===== src/rtl/hood_pkg.sv =====
`default_nettype none

package hood_pkg;

    localparam int MAX_VEL_CHANNELS = 4;
    localparam int NUM_VEL_CHANNELS = 4;
    localparam int NUM_LANES        = NUM_VEL_CHANNELS + 1;
    localparam int MAX_LANES        = MAX_VEL_CHANNELS + 1;

    localparam int Q15_W  = 15;
    localparam int THR_W  = 14;
    localparam int BASE_W = 15;
    localparam int VEL_W  = 16;
    localparam int CFG_W  = 15;

    localparam logic [THR_W-1:0]  THRESHOLD_RESET  = THR_W'(8192);
    localparam logic [BASE_W-1:0] BASE_RATIO_RESET = BASE_W'(19661);

    typedef logic [Q15_W-1:0] t_q15;

    typedef enum logic {
        CFG_THRESHOLD  = 1'b0,
        CFG_BASE_RATIO = 1'b1
    } t_cfg_idx;

    typedef enum logic [1:0] {
        EV_NONE   = 2'd0,
        EV_ONSET  = 2'd1,
        EV_OFFSET = 2'd2
    } t_event;

    typedef struct packed {
        logic        [Q15_W-1:0] magnitude;
        logic signed [VEL_W-1:0] velocity_0;
        logic signed [VEL_W-1:0] velocity_1;
        logic signed [VEL_W-1:0] velocity_2;
        logic signed [VEL_W-1:0] velocity_3;
    } t_in;

    typedef struct packed {
        logic [1:0] event_mag;
        logic [1:0] event_vel_0;
        logic [1:0] event_vel_1;
        logic [1:0] event_vel_2;
        logic [1:0] event_vel_3;
        logic       active_mag;
        logic       active_vel_0;
        logic       active_vel_1;
        logic       active_vel_2;
        logic       active_vel_3;
    } t_out;

endpackage

`default_nettype wire


===== src/rtl/hood_prep.sv =====
`default_nettype none

module hood_prep
    import hood_pkg::*;
(
    input  wire                i_clk,
    input  wire                i_en,
    input  t_in                i_data,
    input  wire  [BASE_W-1:0]  i_base_ratio,
    output t_q15               o_val [NUM_LANES],
    output t_q15               o_floor
);

    logic signed [VEL_W-1:0]     vel [MAX_VEL_CHANNELS];
    t_q15                        n_val [NUM_LANES];
    logic [Q15_W+BASE_W-1:0]     prod;
    t_q15                        r_val [NUM_LANES];
    t_q15                        r_floor;

    assign vel[0] = i_data.velocity_0;
    assign vel[1] = i_data.velocity_1;
    assign vel[2] = i_data.velocity_2;
    assign vel[3] = i_data.velocity_3;

    assign prod = (Q15_W+BASE_W)'(i_data.magnitude) * (Q15_W+BASE_W)'(i_base_ratio);

    always_comb begin
        n_val[0] = i_data.magnitude;
        for (int c = 0; c < NUM_VEL_CHANNELS; c++) begin
            if (!vel[c][VEL_W-1]) begin
                n_val[c+1] = vel[c][Q15_W-1:0];
            end else if (vel[c] == {1'b1, {(VEL_W-1){1'b0}}}) begin
                // most negative value saturates
                n_val[c+1] = {Q15_W{1'b1}};
            end else begin
                n_val[c+1] = Q15_W'(-vel[c]);
            end
        end
    end

    always_ff @(posedge i_clk) begin
        if (i_en) begin
            r_val   <= n_val;
            r_floor <= prod[Q15_W+BASE_W-1:BASE_W];
        end
    end

    assign o_val   = r_val;
    assign o_floor = r_floor;

endmodule

`default_nettype wire


===== src/rtl/hood_lane.sv =====
`default_nettype none

module hood_lane
    import hood_pkg::*;
(
    input  wire               i_clk,
    input  wire               i_rst_n,
    input  wire               i_en,
    input  t_q15              i_val,
    input  t_q15              i_floor,
    input  wire  [THR_W-1:0]  i_threshold,
    output t_event            o_event,
    output logic              o_active
);

    logic                 r_active, n_active;
    t_q15                 r_low, n_low;
    t_q15                 r_high, n_high;
    t_q15                 low_m, high_m;
    logic [Q15_W:0]       rise_level;
    logic [Q15_W+THR_W-1:0] rel_prod;
    logic [THR_W-1:0]     rel_level;
    t_event               ev;

    always_comb begin
        low_m      = (i_val < r_low) ? i_val : r_low;
        high_m     = (i_val > r_high) ? i_val : r_high;
        rise_level = {1'b0, low_m} + (Q15_W+1)'(i_threshold);
        rel_prod   = (Q15_W+THR_W)'(high_m) * (Q15_W+THR_W)'(i_threshold);
        rel_level  = rel_prod[Q15_W+THR_W-1:Q15_W];
    end

    // an onset can not release in the same transaction: threshold < 0.5 in Q1.15
    always_comb begin
        n_active = r_active;
        n_low    = r_low;
        n_high   = r_high;
        ev       = EV_NONE;
        if (!r_active) begin
            n_low = low_m;
            if (({1'b0, i_val} > rise_level) && (i_val > i_floor)) begin
                ev       = EV_ONSET;
                n_active = 1'b1;
                n_high   = i_val;
            end
        end else begin
            n_high = high_m;
            if (i_val < {1'b0, rel_level}) begin
                ev       = EV_OFFSET;
                n_active = 1'b0;
                n_low    = i_val;
            end
        end
    end

    always_ff @(posedge i_clk) begin
        if (!i_rst_n) begin
            r_active <= 1'b0;
            r_low    <= '0;
            r_high   <= '0;
        end else if (i_en) begin
            r_active <= n_active;
            r_low    <= n_low;
            r_high   <= n_high;
        end
    end

    assign o_event  = ev;
    assign o_active = n_active;

endmodule

`default_nettype wire


===== src/rtl/hysteresis_onset_offset_detector_core.sv =====
// Hysteresis onset/offset detector, one frame per transaction.
// Input channel (i_valid/o_ready, i_data): magnitude in unsigned Q0.15 and
// four signed velocity components in Q1.15. Output channel (o_valid/i_ready,
// o_data): per channel event code (none/onset/offset) and active flag.
// Configuration: i_cfg_we writes i_cfg_data into register i_cfg_idx
// (0 threshold, 1 base_ratio) at the clock edge; write only while idle.
// Throughput: one transaction per cycle while the receiver does not stall.
// Stage one registers magnitude * base_ratio and the saturated absolute
// velocities; stage two runs one lane per channel, each doing a single
// 15x14 multiply for the release level, and merges the lane results into
// the output register, which drives o_valid.
// A stalled receiver holds the output register; the pipeline keeps
// accepting until both stages are full, so o_ready depends on i_ready.
// Synchronous active-low reset clears the pipeline valids, all channel
// state (idle, minimum and maximum zero) and restores register defaults.
`default_nettype none

module hysteresis_onset_offset_detector_core
    import hood_pkg::*;
(
    input  wire               i_clk,
    input  wire               i_rst_n,
    input  wire               i_valid,
    output logic              o_ready,
    input  t_in               i_data,
    output logic              o_valid,
    input  wire               i_ready,
    output t_out              o_data,
    input  wire               i_cfg_we,
    input  t_cfg_idx          i_cfg_idx,
    input  wire  [CFG_W-1:0]  i_cfg_data
);

    logic [THR_W-1:0]  r_threshold;
    logic [BASE_W-1:0] r_base_ratio;
    logic              r_s1_valid;
    logic              r_out_valid;
    t_out              r_out, n_out;
    logic              out_en;
    logic              in_en;
    logic              lane_en;
    t_q15              val [NUM_LANES];
    t_q15              floor_level;
    t_event            ev [MAX_LANES];
    logic              act [MAX_LANES];

    always_ff @(posedge i_clk) begin
        if (!i_rst_n) begin
            r_threshold  <= THRESHOLD_RESET;
            r_base_ratio <= BASE_RATIO_RESET;
        end else if (i_cfg_we) begin
            unique case (i_cfg_idx)
                CFG_THRESHOLD:  r_threshold  <= i_cfg_data[THR_W-1:0];
                CFG_BASE_RATIO: r_base_ratio <= i_cfg_data[BASE_W-1:0];
            endcase
        end
    end

    assign out_en  = !r_out_valid || i_ready;
    assign o_ready = !r_s1_valid || out_en;
    assign in_en   = i_valid && o_ready;
    assign lane_en = r_s1_valid && out_en;

    always_ff @(posedge i_clk) begin
        if (!i_rst_n) begin
            r_s1_valid  <= 1'b0;
            r_out_valid <= 1'b0;
        end else begin
            if (o_ready) begin
                r_s1_valid <= i_valid;
            end
            if (out_en) begin
                r_out_valid <= r_s1_valid;
            end
        end
    end

    hood_prep u_prep (
        .i_clk        (i_clk),
        .i_en         (in_en),
        .i_data       (i_data),
        .i_base_ratio (r_base_ratio),
        .o_val        (val),
        .o_floor      (floor_level)
    );

    for (genvar c = 0; c < MAX_LANES; c++) begin : g_lane
        if (c < NUM_LANES) begin : g_on
            hood_lane u_lane (
                .i_clk       (i_clk),
                .i_rst_n     (i_rst_n),
                .i_en        (lane_en),
                .i_val       (val[c]),
                .i_floor     (floor_level),
                .i_threshold (r_threshold),
                .o_event     (ev[c]),
                .o_active    (act[c])
            );
        end else begin : g_off
            assign ev[c]  = EV_NONE;
            assign act[c] = 1'b0;
        end
    end

    always_comb begin
        n_out.event_mag    = ev[0];
        n_out.event_vel_0  = ev[1];
        n_out.event_vel_1  = ev[2];
        n_out.event_vel_2  = ev[3];
        n_out.event_vel_3  = ev[4];
        n_out.active_mag   = act[0];
        n_out.active_vel_0 = act[1];
        n_out.active_vel_1 = act[2];
        n_out.active_vel_2 = act[3];
        n_out.active_vel_3 = act[4];
    end

    always_ff @(posedge i_clk) begin
        if (lane_en) begin
            r_out <= n_out;
        end
    end

    assign o_valid = r_out_valid;
    assign o_data  = r_out;

endmodule

`default_nettype wire


===== config.mk =====
export PLATFORM = sky130hd
export DESIGN_NAME = hysteresis_onset_offset_detector_core
export DESIGN_NICKNAME = d
export VERILOG_FILES = /design/src/rtl/hood_pkg.sv /design/src/rtl/hood_prep.sv /design/src/rtl/hood_lane.sv /design/src/rtl/hysteresis_onset_offset_detector_core.sv
export SDC_FILE = /design/constraint.sdc
export NUM_CORES = 2
export LEC_CHECK = 0
export BUFFER_PORTS_ARGS = -buffer_cell sky130_fd_sc_hd__buf_4
export CAP_MARGIN = 20
export CORE_MARGIN = 5
export CORE_UTILIZATION = 46
export CTS_CLUSTER_DIAMETER = 80
export CTS_CLUSTER_SIZE = 16
export DETAILED_ROUTE_END_ITERATION = 10
export PLACE_DENSITY = 0.7
export SETUP_SLACK_MARGIN = 0.3
export SKIP_CTS_REPAIR_TIMING = 1
export SLEW_MARGIN = 30
export SYNTH_ARGS = -nofsm -noshare
export SYNTH_HDL_FRONTEND = slang
export SYNTH_SLANG_ARGS = --single-unit
export TNS_END_PERCENT = 50

===== constraint.sdc =====
create_clock -name i_clk -period 10.8 [get_ports i_clk]
set_input_delay 0.54 -clock i_clk [delete_from_list [all_inputs] [get_ports i_clk]]
set_output_delay 0.54 -clock i_clk [all_outputs]
set_load 0.03 [all_outputs]

Yosys cells after proc, flatten, opt, wreduce, memory -nomap -nowiden

Index checks and enable logic that the tools add are counted.

Register bits after elaboration: 291
Bits of input ports: 100
Output and inout port bits: 17
Word-level logic and storage cells: 181

$add $sub $neg: 9
$mul: 6
$lt $le $gt $ge: 25
Equality and inequality tests: 9
Multiplexer cells: 68
Bitwise operators: 1
Reduce and logical (&&, ||, !) cells: 28

Operator list:

| kind                 | number |
|---|---|
| $mux 15              | 38 |
| $gt 15x15->1         | 10 |
| $mul 15x14->29       | 5 |
| $add 15x14->16       | 5 |
| $gt 15x16->1         | 5 |
| $lt 15x14->1         | 5 |
| $lt 15x15->1         | 5 |
| $eq 16x16->1 const B | 4 |
| $neg 15->15          | 4 |
| $mul 15x15->30       | 1 |
| $reduce_and 2->1     | 12 |
| $mux 1               | 20 |
| $mux 2               | 10 |
| $ne 2x2->1 const B   | 5 |
| $reduce_bool 2->1    | 5 |
| $logic_and 1x1->1    | 7 |
| $logic_not 1->1      | 2 |
| $logic_or 1x1->1     | 2 |
| $not 1->1            | 1 |

Logic depth before layout (Yosys ltp)

Depth after elaboration: 7
Gate-level depth with buffers: 49
Depth with buffers taken out: 45

Cells and area by module

From an unflattened synthesis, not the netlist that was laid out.

Cell total of the unflattened synthesis: 7573
Area total of the unflattened synthesis: 65683.0 sq um

Modules (own cells, without submodules):

| module                                | instances | cells an instance | area an instance (sq um) | sequential area each (sq um) |
|---|---|---|---|---|
| hood_prep                             | 1         | 1143              | 11308.3                  | 2702.6 |
| hood_lane (g_lane[4].g_on.u_lane)     | 1         | 1253              | 10583.9                  | 620.6 |
| hood_lane (g_lane[0].g_on.u_lane)     | 1         | 1262              | 10567.6                  | 620.6 |
| hood_lane (g_lane[2].g_on.u_lane)     | 1         | 1259              | 10547.6                  | 620.6 |
| hood_lane (g_lane[3].g_on.u_lane)     | 1         | 1269              | 10538.9                  | 620.6 |
| hood_lane (g_lane[1].g_on.u_lane)     | 1         | 1240              | 10407.5                  | 620.6 |
| hysteresis_onset_offset_detector_core | 1         | 147               | 1729.2                   | 1071.0 |

Worst setup path before layout

OpenSTA, ideal clock, no wires.

Path kind: register to register
Start point: reg u_prep.r_val, in the netlist u_prep.o_val[4]
End point: reg g_lane[4].g_on.u_lane.r_low[10]
Setup time: 72 ps
Data arrival time: 10168 ps
Required time: 10728 ps
Slack: 560 ps
Stages on the path, launching flop included: 41
Path buffers: 3
Period minus slack after synthesis: 10240 ps
Path through: edfxtp_1 -> ha_1 -> a211oi_1 -> nor2_1 -> o31ai_1 -> a21oi_2 -> clkbuf_1 -> nand2_1 -> o21ai_0 -> clkbuf_1 -> and2_1 -> fa_1 -> inv_1 -> fa_1 -> inv_1 -> fa_1 -> fa_1 -> fa_1 -> [... 5 more ...] -> a21o_1 -> a211o_1 -> a211oi_1 -> a21oi_1 -> a211o_1 -> o211ai_1 -> a21oi_1 -> a211o_1 -> a21oi_1 -> xnor2_1 -> ha_1 -> nand4_1 -> or4b_2 -> o41ai_2 -> inv_1 -> o21ai_2 -> buf_6 -> mux2i_1

Cells in the longest elaborated chain, start to end: 6
Elaborated cells between the ends (all ways): 9
Those cells by class: mul: 1; order compare: 3; eq/ne: 1; mux: 3; reduce/logical: 1

RTL lines:

| what                       | RTL line        | RTL |
|---|---|---|
| start, declared            | hood_prep.sv:17 | `t_q15 r_val [NUM_LANES];` |
| start signal, assigned     | hood_prep.sv:43 | `r_val <= n_val;` |
| $gt 15x15->1               | hood_lane.sv:27 | `high_m = (i_val > r_high) ? i_val : r_high;` |
| $mux 15                    | hood_lane.sv:27 |  |
| $mul 15x14->29             | hood_lane.sv:29 | `rel_prod = (Q15_W+THR_W)'(high_m) * (Q15_W+THR_W)'(i_threshold);` |
| $lt 15x14->1               | hood_lane.sv:48 | `if (i_val < {1'b0, rel_level}) begin` |
| $ne 2x2->1 (no line)       | --              |  |
| $reduce_and 2->1 (no line) | --              |  |
| end signal, assigned       | hood_lane.sv:63 | `r_low <= n_low;` |
| end, declared              | hood_lane.sv:17 | `t_q15 r_low, n_low;` |

Several ways; a longest one is shown, not always the timed one.
A chain may end at the register's enable or synchronous reset.

Worst setup path after layout

Start point: reg u_prep.r_val, in the netlist u_prep.o_val[38]
End point: reg g_lane[2].g_on.u_lane.r_low[13]

Cells in the longest elaborated chain, start to end: 6
Elaborated cells between the ends (all ways): 9
Those cells by class: mul: 1; order compare: 3; eq/ne: 1; mux: 3; reduce/logical: 1

RTL lines:

| what                       | RTL line |
|---|---|
| $gt 15x15->1               | hood_lane.sv:27 |
| $mux 15                    | hood_lane.sv:27 |
| $mul 15x14->29             | hood_lane.sv:29 |
| $lt 15x14->1               | hood_lane.sv:48 |
| $ne 2x2->1 (no line)       | -- |
| $reduce_and 2->1 (no line) | -- |
| end signal, assigned       | hood_lane.sv:63 |
| end, declared              | hood_lane.sv:17 |

Several ways; a longest one is shown, not always the timed one.

==> results.toml <==
[floorplanning]
num_rows = 136
num_io_pins = 117
coreArea_sq_um = 137000
dieArea_sq_um = 146000
die_x_um = 382
start_util = 0.463
fp.dieH_um = 382

[logic_synthesis]
synth_area_leaders = "fa_1 (29%), ha_1 (19%), nand2_1 (7.4%)"
synth_common_cells = "nand2_1 (1261), inv_1 (1236), ha_1 (980), fa_1 (931), and2_1 (546)"
synthesis.area_sq_um = 63700
ys_seq_area_frac = 0.108
ys_ff_latch = 291
synth_edf_count = 105
synth_top_cell_area_share = 0.293
syn_inst = 7291
ys_async_sr_fraction = 0
synth_nets = 9302
syn_area_per_cell_sq_um = 8.73
yosys.area.top_type = "fa_1"
synth_flop_cell = "dfxtp_1"
ys_types = 83
yosysMostFrequentCell = "nand2_1"
yosys_warnings = 0

[setup_path]
cp-startpoint = "u_prep.o_val[38]"
crit_path_start_kind = "register"
cp.required_ns = 11.27
r2r_start = "u_prep.o_val[38]"
crit_fanout = 15
critPathKind = "reg2reg"
crit_slowest_cell = "fa_1"
ff2ff_path_depth = 41
critPathCaptureType = "register"
crit_buf_inv = 6
crit_path_frequent_cell = "fa_1"
crit_arrival_ns = 10.53
path_delay_family = "adder cells"
cp_num_cells = 41
max_stage_delay_ns = 0.54
r2r_setup_slack_ns = 0.75
r2r-end = "g_lane[2].g_on.u_lane.r_low[13]"

[clock_network]
h-tree-depth = 1
cts_tree = "yes"
clkLatencyLatePin_ns = 0.61
clkSinkCount = 291
cts_buffers = 24
path_clk_slew_ns = 0.08
cts_root_buf = "clkbuf_16"
cts_buffer_depth = 3

[finish]
final_nets = 9358
area_growth_pct = 7.42
register_area_sq_um = 6920
multiInputGateArea_sq_um = 51200
fin_util = 0.497
nFillCells = 12800
drive_gt1_frac = 0.0640

[detailed_routing]
drt_first_pass_iters = 5
drt-initial-drc-count = 2900
via_per_inst = 5.49
vias = 50300
finalWirelength_um = 172000
ant_nets = 0
routedWlPerCell_um = 18.8
route.detailed.drc = 0

[power_and_ir_drop]
p_leak_nw = 34.7
power_density_nw_per_um2 = 116
peakVddDrop_mv = 0.170

[grt]
grt_first_pass_wirelength_um = 275000
track_usage = 0.233
antenna_found_initial = 3
grt_pass1_vias = 52400
grt_overflow = 0
grt_max_degree = 95

[run]
drv_cap = 0

[hold_path]
min_from = "i_cfg_data[11]"
hold_path_class = "in2reg"
hold_depth = 3
min_to = "r_base_ratio[11]"

[status]
status = "finished clean"

[timing]
fin_tns_setup_ns = 0
finalCritPeriodShare = 0.931
slew_headroom = 0.335
clock_skew_ns = 0.0682
fmax_mhz = 99.5
setup_viol = 0
worst_pin_slew_ns = 0.987
drv_slew = 0
rsz0062_at_grt = "true"
hold_viol = 0
fin_crit_ns = 10.05

[place]
port_buffers = 116
gp_congestion = 0.902
hpwl_um = 135000
-- layout make-up --
class | instances | area share
multi-input combinational | 5464 | 0.749
sequential | 291 | 0.101
inverter | 1236 | 0.0678
timing repair buffer | 330 | 0.0383
tap | 1794 | 0.0328
clock buffer | 39 | 0.00990
clock inverter | 5 | 0.000970
antenna | 1 | 0.0000366
-- sequential cells by signal (all words and copies together) (netlist names) --
signal / count
g_lane.g_on.u_lane.r_active: 5
u_prep.o_val: 75
g_lane.g_on.u_lane.r_high: 75
r_threshold: 14
g_lane.g_on.u_lane.r_low: 75
r_s1_valid: 1
r_base_ratio: 15
u_prep.o_floor: 15
o_data: 15
o_valid: 1
-- layer usage --
layer / share of wire / GRT usage / vias to the layer above
li1: - / - / 23300
met1: 0.42 / 0.304 / 25000
met2: 0.47 / 0.398 / 1574
met3: 0.065 / 0.0260 / 375
met4: 0.046 / 0.0936 / 0
met5: 0 / 0 / -
-- logic make-up (layout without fill, tap and decap cells) --
group | after synthesis | count (layout) | synth area share
compound gates | 858 | 860 | 0.0864
xor+xnor | 202 | 202 | 0.0278
fa+ha+maj | 1911 | 1911 | 0.485
buf+inv | 1538 | 1610 | 0.0914
flops | 291 | 291 | 0.108
mux | 179 | 179 | 0.0286
other cells | 0 | 1 | 0
simple gates | 2312 | 2312 | 0.173
-- how the worst max path moves through the flow --
stage | slack, ns | to
2_1_floorplan | 0.56 | g_lane[4].g_on.u_lane.r_low[10]
3_3_place_gp | 0.26 | g_lane[0].g_on.u_lane.r_low[1]
3_5_place_dp | 0.14 | g_lane[2].g_on.u_lane.r_low[3]
4_1_cts | 0.08 | g_lane[2].g_on.u_lane.r_low[10]
5_1_grt | 0.20 | g_lane[2].g_on.u_lane.r_low[10]
6_report | 0.75 | g_lane[2].g_on.u_lane.r_low[13]
-- cells in the final DEF (no fill, tap or decap), drive strengths merged, types with 61 or more instances in the layout --
master / n
nand2: 1261
inv: 1238
ha: 980
fa: 931
and2: 547
buf: 329
o21ai: 256
a21oi: 212
dfxtp: 186
mux2i: 155
nor2: 116
a21o: 115
edfxtp: 105
nor2b: 104
xnor2: 103
xor2: 99
o21a: 72
nand3: 61
-- worst reg2reg max path: cells and delay by family (launching register included) --
kind	cells	cell delay [ns]
AOI/OAI and AO/OA	18	3.64
xor gates and xnor gates	1	0.20
adders and majority gates	9	3.91
buffers and inverters	6	0.57
DFF	1	0.47
muxes	1	0.17
and+or+nand+nor	6	0.98
-- through the flow --
stage	setup slack [ns]	instances	hold slack (ns)	total power [mW]	area, sq um
after floorplan	0.560	7291	0.435	5.42	63700
after global placement	0.256	9096	0.441	6.77	67200
after detailed placement	0.140	9096	0.450	6.97	67200
after CTS	0.0779	9140	0.127	7.93	68000
after global routing	0.197	9159	0.164	8.73	68400
final	0.747	9160	0.156	7.93	68400
-- power by group --
group | internal [mW] | leakage (nW) | switching [mW]
registers | 1.33 | 2.54 | 0.123
logic | 2.37 | 31.8 | 3.22
clock network | 0.438 | 0.355 | 0.462
total | 4.13 | 34.7 | 3.80
(Power assumes the default switching activity.)
